## src/hdl/sha256_byte_stream_hasher_macros.svh

```systemverilog
// Assertion macros shared by the hasher modules.
// Depends on nothing; included by files that carry assertions.
`ifndef SHA256_BYTE_STREAM_HASHER_MACROS_SVH
`define SHA256_BYTE_STREAM_HASHER_MACROS_SVH
// Implication checked on every rising clock edge outside reset.
`define SHA_ASSERT_IMP(label, clk, rst, lhs, rhs, msg) \
  label: assert property (@(posedge clk) disable iff (rst) (lhs) |-> (rhs)) else $error(msg);
// Next-cycle implication checked outside reset.
`define SHA_ASSERT_NEXT(label, clk, rst, lhs, rhs, msg) \
  label: assert property (@(posedge clk) disable iff (rst) (lhs) |=> (rhs)) else $error(msg);
`endif

```

## src/hdl/sha_pkg.sv

```systemverilog
// Package for the SHA-256 byte stream hasher: constants, tables, command types.
// Depends on nothing.
`timescale 1ns / 1ps
package sha_pkg;
  localparam int unsigned WordW = 32;
  localparam int unsigned Rounds = 64;

  typedef logic [WordW-1:0] word_t;

  // Block sources for the datapath's load command.
  typedef enum logic [1:0] {
    FILL_NONE,
    FILL_PAD,
    FILL_LEN
  } fill_op_t;

  // Controller to datapath commands.
  typedef struct packed {
    logic     absorb;      // write a message byte
    logic     pad;         // write 0x80 and clear rest of block
    logic     len_only;    // clear words 0..13 before length
    logic     put_len;     // write length into words 14, 15
    logic     start;       // copy chaining words into working vars
    logic     round;       // run one round
    logic     fold;        // add working vars into chaining words
    logic     reinit;      // back to initial hash, clear counts
  } cmd_t;

  // Datapath to controller status.
  typedef struct packed {
    logic [5:0] fill;
    logic       last_round;
  } stat_t;

  function automatic word_t init_hash(input logic [2:0] i);
    word_t r;
    unique case (i)
      3'd0: r = 32'h6a09e667;
      3'd1: r = 32'hbb67ae85;
      3'd2: r = 32'h3c6ef372;
      3'd3: r = 32'ha54ff53a;
      3'd4: r = 32'h510e527f;
      3'd5: r = 32'h9b05688c;
      3'd6: r = 32'h1f83d9ab;
      default: r = 32'h5be0cd19;
    endcase
    return r;
  endfunction

  localparam word_t KTab [Rounds] = '{
    32'h428a2f98, 32'h71374491, 32'hb5c0fbcf, 32'he9b5dba5,
    32'h3956c25b, 32'h59f111f1, 32'h923f82a4, 32'hab1c5ed5,
    32'hd807aa98, 32'h12835b01, 32'h243185be, 32'h550c7dc3,
    32'h72be5d74, 32'h80deb1fe, 32'h9bdc06a7, 32'hc19bf174,
    32'he49b69c1, 32'hefbe4786, 32'h0fc19dc6, 32'h240ca1cc,
    32'h2de92c6f, 32'h4a7484aa, 32'h5cb0a9dc, 32'h76f988da,
    32'h983e5152, 32'ha831c66d, 32'hb00327c8, 32'hbf597fc7,
    32'hc6e00bf3, 32'hd5a79147, 32'h06ca6351, 32'h14292967,
    32'h27b70a85, 32'h2e1b2138, 32'h4d2c6dfc, 32'h53380d13,
    32'h650a7354, 32'h766a0abb, 32'h81c2c92e, 32'h92722c85,
    32'ha2bfe8a1, 32'ha81a664b, 32'hc24b8b70, 32'hc76c51a3,
    32'hd192e819, 32'hd6990624, 32'hf40e3585, 32'h106aa070,
    32'h19a4c116, 32'h1e376c08, 32'h2748774c, 32'h34b0bcb5,
    32'h391c0cb3, 32'h4ed8aa4a, 32'h5b9cca4f, 32'h682e6ff3,
    32'h748f82ee, 32'h78a5636f, 32'h84c87814, 32'h8cc70208,
    32'h90befffa, 32'ha4506ceb, 32'hbef9a3f7, 32'hc67178f2
  };

  function automatic word_t rotr(input word_t x, input int unsigned n);
    return (x >> n) | (x << (WordW - n));
  endfunction
endpackage

```

## src/hdl/sha_datapath.sv

```systemverilog
// Datapath: block buffer, message schedule, round logic, chaining words.
// Depends on sha_pkg.
`timescale 1ns / 1ps
module sha_datapath
  import sha_pkg::*;
(
  input  logic       clk,
  input  logic       rst,
  input  cmd_t       cmd,
  input  logic [7:0] data_byte,
  input  logic [2:0] rd_index,
  output word_t      rd_word,
  output stat_t      stat
);
  `include "sha256_byte_stream_hasher_macros.svh"

  // The schedule window doubles as the block buffer.
  word_t      w [16];
  word_t      v [8];
  word_t      h [8];
  logic [5:0] fill;
  logic [5:0] rnd;
  logic [63:0] bit_len;

  word_t s0, s1, w_new, big0, big1, ch, maj, t1;

  // Round function and schedule extension.
  always_comb begin
    s0    = rotr(w[1], 7) ^ rotr(w[1], 18) ^ (w[1] >> 3);
    s1    = rotr(w[14], 17) ^ rotr(w[14], 19) ^ (w[14] >> 10);
    w_new = s1 + w[9] + s0 + w[0];
    big1  = rotr(v[4], 6) ^ rotr(v[4], 11) ^ rotr(v[4], 25);
    ch    = (v[4] & v[5]) ^ (~v[4] & v[6]);
    t1    = v[7] + big1 + ch + KTab[rnd] + w[0];
    big0  = rotr(v[0], 2) ^ rotr(v[0], 13) ^ rotr(v[0], 22);
    maj   = (v[0] & v[1]) ^ (v[0] & v[2]) ^ (v[1] & v[2]);
  end

  // Block buffer and working variables.
  always_ff @(posedge clk) begin
    if (cmd.absorb || cmd.pad) begin
      for (int i = 0; i < 16; i++) begin
        if (i == int'(fill[5:2])) begin
          unique case (fill[1:0])
            2'd0: w[i][31:24] <= cmd.absorb ? data_byte : 8'h80;
            2'd1: w[i][23:16] <= cmd.absorb ? data_byte : 8'h80;
            2'd2: w[i][15:8]  <= cmd.absorb ? data_byte : 8'h80;
            default: w[i][7:0] <= cmd.absorb ? data_byte : 8'h80;
          endcase
          if (cmd.pad) begin
            unique case (fill[1:0])
              2'd0: w[i][23:0] <= '0;
              2'd1: w[i][15:0] <= '0;
              2'd2: w[i][7:0]  <= '0;
              default: ;
            endcase
          end
        end else if (cmd.pad && i > int'(fill[5:2])) begin
          w[i] <= '0;
        end
      end
    end else if (cmd.len_only) begin
      for (int i = 0; i < 14; i++) w[i] <= '0;
    end else if (cmd.put_len) begin
      w[14] <= bit_len[63:32];
      w[15] <= bit_len[31:0];
    end else if (cmd.round) begin
      for (int i = 0; i < 15; i++) w[i] <= w[i+1];
      w[15] <= w_new;
    end
    if (cmd.start) begin
      for (int i = 0; i < 8; i++) v[i] <= h[i];
    end else if (cmd.round) begin
      v[7] <= v[6]; v[6] <= v[5]; v[5] <= v[4];
      v[4] <= v[3] + t1;
      v[3] <= v[2]; v[2] <= v[1]; v[1] <= v[0];
      v[0] <= t1 + big0 + maj;
    end
  end

  // Chaining words and counters.
  always_ff @(posedge clk) begin
    if (rst || cmd.reinit) begin
      for (int i = 0; i < 8; i++) h[i] <= init_hash(3'(i));
      fill    <= '0;
      bit_len <= '0;
      rnd     <= '0;
    end else begin
      if (cmd.absorb) begin
        fill    <= fill + 6'd1;
        bit_len <= bit_len + 64'd8;
      end
      if (cmd.start) rnd <= '0;
      else if (cmd.round) rnd <= rnd + 6'd1;
      if (cmd.fold) begin
        for (int i = 0; i < 8; i++) h[i] <= h[i] + v[i];
      end
    end
  end

  assign rd_word         = h[rd_index];
  assign stat.fill       = fill;
  assign stat.last_round = (rnd == 6'(Rounds - 1));

  `SHA_ASSERT_IMP(a_one_cmd, clk, rst, cmd.round, !cmd.start && !cmd.absorb, "round overlaps load")
  `SHA_ASSERT_NEXT(a_rnd_wrap, clk, rst, cmd.round && stat.last_round, rnd == 6'd0, "round count")
  `SHA_ASSERT_IMP(a_no_pad_absorb, clk, rst, cmd.pad, !cmd.absorb, "pad with absorb")
endmodule

```

## src/hdl/sha_ctrl.sv

```systemverilog
// Controller: sequences absorb, compression, padding and digest output.
// Depends on sha_pkg.
`timescale 1ns / 1ps
module sha_ctrl
  import sha_pkg::*;
(
  input  logic       clk,
  input  logic       rst,
  input  logic       s_tvalid,
  output logic       s_tready,
  input  logic       byte_valid,
  input  logic       last_in,
  input  stat_t      stat,
  output cmd_t       cmd,
  output logic       m_tvalid,
  input  logic       m_tready,
  output logic [2:0] out_index
);
  `include "sha256_byte_stream_hasher_macros.svh"

  typedef enum logic [3:0] {
    ST_IDLE, ST_RUN, ST_FOLD, ST_PAD, ST_LEN, ST_OUT
  } state_t;

  state_t     state;
  logic       closing;   // last seen, padding still pending
  logic       second;    // pad block overflowed, length block follows
  logic       final_blk; // running block ends with the digest
  logic       take;

  assign s_tready = (state == ST_IDLE);
  assign take     = s_tvalid && s_tready;
  assign m_tvalid = (state == ST_OUT);

  always_comb begin
    cmd        = '0;
    cmd.absorb = take && byte_valid;
    cmd.round  = (state == ST_RUN);
    cmd.fold   = (state == ST_FOLD);
    cmd.pad    = (state == ST_PAD);
    cmd.len_only = (state == ST_LEN) && second;
    cmd.put_len  = (state == ST_LEN) && !second;
    cmd.start  = (state == ST_PAD && stat.fill >= 6'd56)
              || (state == ST_LEN && !second)
              || (take && byte_valid && stat.fill == 6'd63);
    cmd.reinit = (state == ST_OUT) && m_tready && out_index == 3'd7;
  end

  // State and registered flags.
  always_ff @(posedge clk) begin
    if (rst) begin
      state     <= ST_IDLE;
      closing   <= 1'b0;
      second    <= 1'b0;
      final_blk <= 1'b0;
      out_index <= '0;
    end else begin
      unique case (state)
        ST_IDLE: begin
          if (take) begin
            closing <= last_in;
            if (byte_valid && stat.fill == 6'd63) begin
              state <= ST_RUN;
            end else if (last_in) begin
              state <= ST_PAD;
            end
          end
        end
        ST_RUN: if (stat.last_round) state <= ST_FOLD;
        ST_FOLD: begin
          if (final_blk) begin
            final_blk <= 1'b0;
            out_index <= '0;
            state     <= ST_OUT;
          end else if (second) begin
            state <= ST_LEN;
          end else if (closing) begin
            state <= ST_PAD;
          end else begin
            state <= ST_IDLE;
          end
        end
        ST_PAD: begin
          closing <= 1'b0;
          if (stat.fill >= 6'd56) begin
            second <= 1'b1;
            state  <= ST_RUN;
          end else begin
            state <= ST_LEN;
          end
        end
        ST_LEN: begin
          if (second) begin
            second <= 1'b0;
          end else begin
            final_blk <= 1'b1;
            state     <= ST_RUN;
          end
        end
        ST_OUT: begin
          if (m_tready) begin
            out_index <= out_index + 3'd1;
            if (out_index == 3'd7) state <= ST_IDLE;
          end
        end
        default: state <= ST_IDLE;
      endcase
    end
  end

  `SHA_ASSERT_IMP(a_out_idle, clk, rst, m_tvalid, !s_tready, "output while taking input")
  `SHA_ASSERT_NEXT(a_run_hold, clk, rst, state == ST_RUN && !stat.last_round, state == ST_RUN, "left rounds early")
  `SHA_ASSERT_IMP(a_idx_zero, clk, rst, $rose(m_tvalid), out_index == 3'd0, "digest index start")
endmodule

```

## src/hdl/sha256_byte_stream_hasher.sv

```systemverilog
// SHA-256 over a byte stream; one byte per beat, 64 rounds per block.
// A byte that does not complete a block is taken while idle; a full block is compressed
// by one shared round unit, round by round, and then folded into the chaining words.
// Last adds a pad step and a length step (two when the pad spills into a second block)
// and a compression per closing block, then 8 digest beats.
// Synchronous active-high reset loads the initial hash and clears all counts.
`timescale 1ns / 1ps
module sha256_byte_stream_hasher
  import sha_pkg::*;
(
  input  logic        clk,
  input  logic        rst,
  input  logic        s_tvalid,
  output logic        s_tready,
  input  logic [7:0]  s_tdata,   // [7:0] data_byte
  input  logic        s_tuser,   // byte_valid
  input  logic        s_tlast,   // last
  output logic        m_tvalid,
  input  logic        m_tready,
  output logic [39:0] m_tdata,   // [2:0] word_index, [34:3] digest_word, rest zero
  output logic        m_tlast    // last_word
);
  cmd_t       cmd;
  stat_t      stat;
  logic [2:0] idx;
  word_t      word;

  sha_ctrl u_ctrl (
    .clk, .rst, .s_tvalid, .s_tready,
    .byte_valid(s_tuser), .last_in(s_tlast),
    .stat, .cmd, .m_tvalid, .m_tready, .out_index(idx)
  );

  sha_datapath u_dp (
    .clk, .rst, .cmd, .data_byte(s_tdata),
    .rd_index(idx), .rd_word(word), .stat
  );

  // Result beat.
  assign m_tdata = {5'd0, word, idx};
  assign m_tlast = (idx == 3'd7);
endmodule

```

## config.mk

```make
export PLATFORM = sky130hd
export DESIGN_NAME = sha256_byte_stream_hasher
export DESIGN_NICKNAME = d
export VERILOG_FILES = /design/src/hdl/sha_pkg.sv /design/src/hdl/sha_datapath.sv /design/src/hdl/sha_ctrl.sv /design/src/hdl/sha256_byte_stream_hasher.sv
export VERILOG_INCLUDE_DIRS = /design/src /design/src/hdl
export SDC_FILE = /design/constraint.sdc
export NUM_CORES = 2
export LEC_CHECK = 0
export ABC_AREA = 1
export BUFFER_PORTS_ARGS = -buffer_cell sky130_fd_sc_hd__buf_2
export CORE_ASPECT_RATIO = 2
export CORE_MARGIN = 1.5
export CORE_UTILIZATION = 37
export CTS_CLUSTER_SIZE = 10
export DETAILED_ROUTE_END_ITERATION = 12
export GPL_TIMING_DRIVEN = 1
export PLACE_DENSITY = 0.48
export SYNTH_ARGS = -nofsm -noshare
export SYNTH_HDL_FRONTEND = slang
export SYNTH_SLANG_ARGS = --single-unit
```

## constraint.sdc

```tcl
create_clock -name clk -period 10.3 [get_ports clk]
set_input_delay 1.03 -clock clk [delete_from_list [all_inputs] [get_ports clk]]
set_output_delay 1.03 -clock clk [all_outputs]
set_load 0.02 [all_outputs]
```

# Word level (Yosys, flattened, before mapping)
# Memories as Yosys holds them, arrays and structs flattened. A register that Yosys moved wholly into a read port is not among the register bits.
# Cells that the tools add are included.
# op_classes
n_reduce_logical,43
n_addsub,22
n_lt_le_gt_ge,17
n_mux,758
eq_ne,33
bitwise,328
# ops
cell,count
two-way mux 8 bit,285
two-way mux 32 bit,26
adder 32 bit,18
two-way mux 1 bit,427
bitwise OR 1 bit,300
bitwise XOR 32 bit,9
AND 32 bit,5
"adder 64 x 4 -> 64 bit, second input constant",1
two-way mux 4 bit,9
"== test 4 bit, first input constant",8
"> comparator 4 bit, first input constant",8
inverter 32 bit,1
bitwise OR 10 x 32 -> 32 bit,1
bitwise OR 13 x 32 -> 32 bit,1
bitwise OR 14 x 32 -> 32 bit,1
bitwise OR 15 x 32 -> 32 bit,1
bitwise OR 19 x 32 -> 32 bit,1
bitwise OR 21 x 32 -> 32 bit,1
bitwise OR 25 x 32 -> 32 bit,1
bitwise OR 26 x 32 -> 32 bit,1
bitwise OR 30 x 32 -> 32 bit,1
bitwise OR 7 x 32 -> 32 bit,1
bitwise XOR 32 x 22 -> 32 bit,1
bitwise XOR 32 x 29 -> 32 bit,1
37 further kinds,92
# word_totals
register_bits,86
romBits,2048
output_inout_bits,43
elab_cells,1213
ram_bits,1024
inputBits,14
memories,4
# mem_list
memory,depth,width,read_ports,rd_clocked_by_memory_dff,write_ports,line_no,text
(name not given),64,32,1,0,0,sha_datapath.sv:34,t1 = v[7] + big1 + ch + KTab[rnd] + w[0];
u_dp.w,16,32,16,0,16,sha_datapath.sv:18,word_t w [16];
u_dp.h,8,32,9,1,8,sha_datapath.sv:20,word_t h [8];
u_dp.v,8,32,8,0,8,sha_datapath.sv:19,word_t v [8];

# Depth between registers and ports, before layout
# logic_depth
ltp_word,12
mapped_depth,45
mapped_depth_nobuf,45

# Modules after synthesis
# A second synthesis with hierarchy kept.
# unflattened
hier_cells,10483
hier_area_um2,80287.0
# by_module_without_submodules
mod,cells_each,area_per_inst_um2,n_inst,seq_area_each_um2
sha_datapath,10358,79550.0,1,29648.4
sha_ctrl,116,681.9,1,180.2
sha256_byte_stream_hasher,9,55.1,1,0.0

# Worst setup path before layout
# No wires, ideal clock.
# synth_timing
path_type,input to register
start,input rst
end,"memory u_dp.h[0][0] (netlist name), enable pin"
setup_ns,1.963
path_slack_ns,2.157
arrival_ns,6.179
path_stages,5
n_path_buf,3
required_time_ns,8.337
cell_sequence,buf_1 -> a21oi_1 -> clkbuf_1 -> clkbuf_1 -> nand2_1
# synth_lines
element,line_no,text
from (decl),sha256_byte_stream_hasher.sv:12,"input logic rst,"
to (decl),sha_datapath.sv:20,

==> impl.org <==
** Detailed routing
- Number of remaining DRC errors :: 0
- After detailed routing, the average wire length per cell comes to 37.4 µm.
- Via Count :: ~79000
- Detailed-router iteration count before antenna repair :: 8
- For this block, the routed nets add up to 491000 µm of wire.
- Via-per-instance ratio :: 6.04
- In this run the remaining antenna-violating nets after routing total 0.
- The detailed router finished its first iteration with 7291 violations.

** Setup path
- The worst setup path is captured at a register.
- Among all stages on the critical path, the largest delay is contributed by dfxtp_1.
- Critical path class :: reg -> reg
- Maximum single-stage delay on the critical path :: 670 ps
- STA puts the critical path data arrival time at 9960 ps.
- Max Fanout on Critical Path :: 34
- For the worst setup path, the data required time is roughly 11000 ps.
- The worst setup path is launched from a register.

** Timing
- Ratio of final minimum period to clock period :: around nine tenths
- Setup repair after global routing left no endpoint under its margin.
- In this run the tightest slew margin relative to its limit is -9.12%.
- Tmin final :: 9380 ps
- The number of hold-slack violations in the final timing report came to 0.
- At the pin with the least slew margin, the transition time is ~1600 ps.
- Setup Total Neg Slack :: 0 ps
- Final max-slew violation count :: 17
- Setup violations remaining at the end of the flow were counted as 0.
- Worst setup skew after layout :: a little under 70 ps
- Based on the critical path, the design can be clocked at up to ~0.11 GHz.

** Synthesis
- Count of flip-flops with a built-in enable after synthesis :: between 700 and 800
- For this run, the register share of the synthesized area comes to 37.7%.
- Dividing the synthesized area by the synthesized cell count gives 7.72 µm².
- Portion of netlist area occupied by mux cells :: 0%
- For this run, the number of Yosys warnings is 0.
- Arithmetic-cell share of the synthesized area counting full adders, half adders and majority gates :: 11.3%
- Post-Synthesis Cells :: around 10000
- Number of different library cells in the post-synthesis netlist :: between 70 and 80
- Fraction of registers with async set or reset after synthesis :: 0%
- Synthesis inferred 1109 register bits.
- Syn Std Cell Area :: 79300 µm²
- The synthesized netlist devotes slightly above 4% of its cell area to XOR and XNOR gates.
- Most instantiated flip-flop cell in the synthesis netlist :: edfxtp_1
- Synth Area in Compound Gates :: 19.4%
- By area, the combinational part of the netlist is dominated by simple AND/OR/NAND/NOR gates.
- After Yosys synthesis, and, or, nand and nor cells account for 19.6% of the synthesized area.

** Cells and area
- The multi-input combinational cells in the finished layout cover a total of 43300 µm².
- Count of nets after finishing :: between 10000 and 15000
- Post-synthesis to final-layout area growth :: 10.2%
- Of the cells placed in the final design, the portion with a size suffix greater than 1 is 6.21%.
- Filler cell count :: roughly 22000
- Storage cell area :: between 20000 and 30000 µm²

** Run status
- The run finished, with violations left.
- Violations in the final reports :: max-capacitance violations, max-slew violations

** GRT
- Antenna violations before repair :: 31
- Global routing finished with a remaining overflow of 0.
- The first global-routing pass estimated ~680000 µm of wire.
- Vias in the first global route :: 80300
- Gr usage total :: 45.7%
- Entering global routing, the biggest net connects 140 pins.

** Die
- From bottom edge to top edge, the die measures 658 µm.
- The floorplan has 240 rows.
- Area of the core region :: around 210000 µm²
- The floorplan step defined a die boundary enclosing between 200000 and 250000 µm².
- Once the floorplan was initialized, standard cells occupied approximately 37% of the core.
- For this design the top-level I/O count stands at 57.
- Measured along the x axis, the die boundary spans 330 µm.

** CTS
- Reg clk slew, reported paths :: 70 ps
- Depth of the CTS H-tree :: 4
- In this run, post-CTS repair resized a total of 0 instances.
- TritonCTS built the clock tree.
- Buffers inserted to repair hold after CTS numbered 0.
- The number of clock buffers added by TritonCTS is 142.
- Cell at the root of the clock tree :: clkbuf_16
- Max clock buf depth :: 4
- The clock reaches the later pin of the worst-skew pair after just under 900 ps.
- CTS saw 1109 sinks.
- Buffers added to address setup during post-CTS repair amount to 0.

** Place
- The congestion estimate from routability-driven global placement came to between 1 and 1.5.
- After legalization and detailed placement, the total HPWL measured 385000 µm.
- Number of buffer cells added on primary ports :: 51

** Flow run
- Across the run, the number of max-cap violations was 9.

** Hold path
- The path class of the tightest hold or removal check is reg -> reg.
==> layer usage <==
metal / share of wire (%) / vias up / track usage [%]
met2: 50 / 4179 / 79.7
met1: 27 / 38100 / 35.7
met5: 0.019 / - / 0.136
met3: 5.5 / 2408 / 11.6
met4: 18 / 10 / 61.3
li1: - / 34700 / -
==> area by class of cell <==
| cell class | count | share of cell area, % |
|---|---|---|
| antenna | 27 | 0.0774 |
| clock buffer | 181 | 4.28 |
| clock inverter | 15 | 0.159 |
| inverter | 1206 | 5.20 |
| multi-input combinational | 7532 | 49.6 |
| sequential | 1109 | 34.2 |
| tap | 2783 | 3.99 |
| timing repair buffer | 281 | 2.48 |
==> critical path, delay by kind of cell (launching register included) <==
family / cells / cell delay [ps]
compound gates: 9 / 2220
xor+xnor: 1 / 220
fa+ha+maj: 6 / 2540
buf+inv: 10 / 1620
flops: 1 / 670
simple gates: 12 / 1790
==> layout by cell type, fill, tap and decap left out, types with 42 or more instances in the layout <==
| cell type | n |
|---|---|
| dfxtp_1 | 339 |
| a21oi_1 | 1103 |
| nor2_1 | 798 |
| edfxtp_1 | 768 |
| nand4_1 | 87 |
| or2_2 | 62 |
| ha_1 | 401 |
| o21ai_0 | 999 |
| o21a_1 | 42 |
| nand3_1 | 383 |
| xor2_1 | 215 |
| fa_1 | 195 |
| buf_2 | 51 |
| nand2_1 | 2240 |
| xnor2_1 | 153 |
| nor3_1 | 129 |
| o21ai_1 | 75 |
| clkbuf_16 | 144 |
| buf_4 | 205 |
| a31oi_1 | 126 |
| a21o_1 | 68 |
| o21bai_1 | 58 |
| inv_1 | 1157 |
==> synthesized netlist by cell type, types with 15 or more instances <==
library cell  number  share of area [%]
o211ai_1          41               0.39
a21oi_1         1109                7.0
o21ai_0         1028                6.5
buf_2             77               0.49
buf_1             31               0.15
a21boi_0          20               0.19
clkbuf_1         311                1.5
xor2_1           217                2.4
nor2_1           800                3.8
fa_1             195                4.9
edfxtp_1         768                 29
a21o_1            68               0.64
ha_1             401                6.3
inv_2             36               0.17
o21a_1            42               0.40
a221oi_1          23               0.25
nor4_1            30               0.24
nand4_1           87               0.69
nor3_1           131               0.83
nand3_1          383                2.4
o22ai_1           37               0.29
or2_2             62               0.49
o21bai_1          58               0.55
nand2_1         2251                 11
xnor2_1          153                1.7
a22oi_1           32               0.30
a211oi_1          16               0.15
a31oi_1          126               0.99
nor2_2            15               0.12
dfxtp_1          341                8.6
inv_1           1165                5.5
o311ai_0          19               0.21
o21ai_1           52               0.33
==> logic make-up (layout without fill, tap and decap cells) <==
| group | after synthesis | after routing |
|---|---|---|
| other | 1 | 32 |
| AND/OR/NAND/NOR | 3796 | 3796 |
| adder cells (fa/ha/maj) | 596 | 596 |
| buffers and inverters | 1638 | 1683 |
| AO/OA/AOI/OAI | 2765 | 2765 |
| XOR/XNOR | 370 | 370 |
| flip-flops | 1109 | 1109 |
==> registers in the layout, indices dropped and copies added (netlist names), named ones only <==
name,cells
u_ctrl.out_index,3
u_dp.fill,6
u_dp.rnd,6
u_ctrl.final_blk,1
u_ctrl.state,3
u_ctrl.closing,1
u_dp.w,512
u_dp.bit_len,61
u_dp.h,256
u_dp.v,256
u_ctrl.second,1
==> path summary, 6_finish.rpt <==
check | start | endpoint | slack (ps) | depth (start not counted)
worst min-delay path | u_dp.w[4][23] | u_dp.w[3][23] | 480 | 2
worst min register to register | u_dp.w[4][23] | u_dp.w[3][23] | 480 | 2
worst max-delay path | u_dp.rnd[2] | u_dp.v[0][27] | 920 | 38
worst max register to register | u_dp.rnd[2] | u_dp.v[0][27] | 920 | 38
==> through the flow <==
step / setup WS, ps / cells / instance area, µm² / hold WS [ps] / util, %
6_report: 922 / 13100 / 87300 / 481 / 41.0
5_1_grt: 464 / 13100 / 87300 / 495 / 40.9
4_1_cts: 1250 / 13100 / 86900 / 476 / 40.8
3_5_place_dp: 1350 / 12900 / 83000 / 473 / 38.9
3_3_place_gp: 644 / 12900 / 83000 / 468 / 38.9
2_1_floorplan: 2160 / 10300 / 79300 / 453 / -
Power is left out: the tool's default activity adds up to more than one toggle a clock period on the data nets, which glitch-free logic cannot reach.
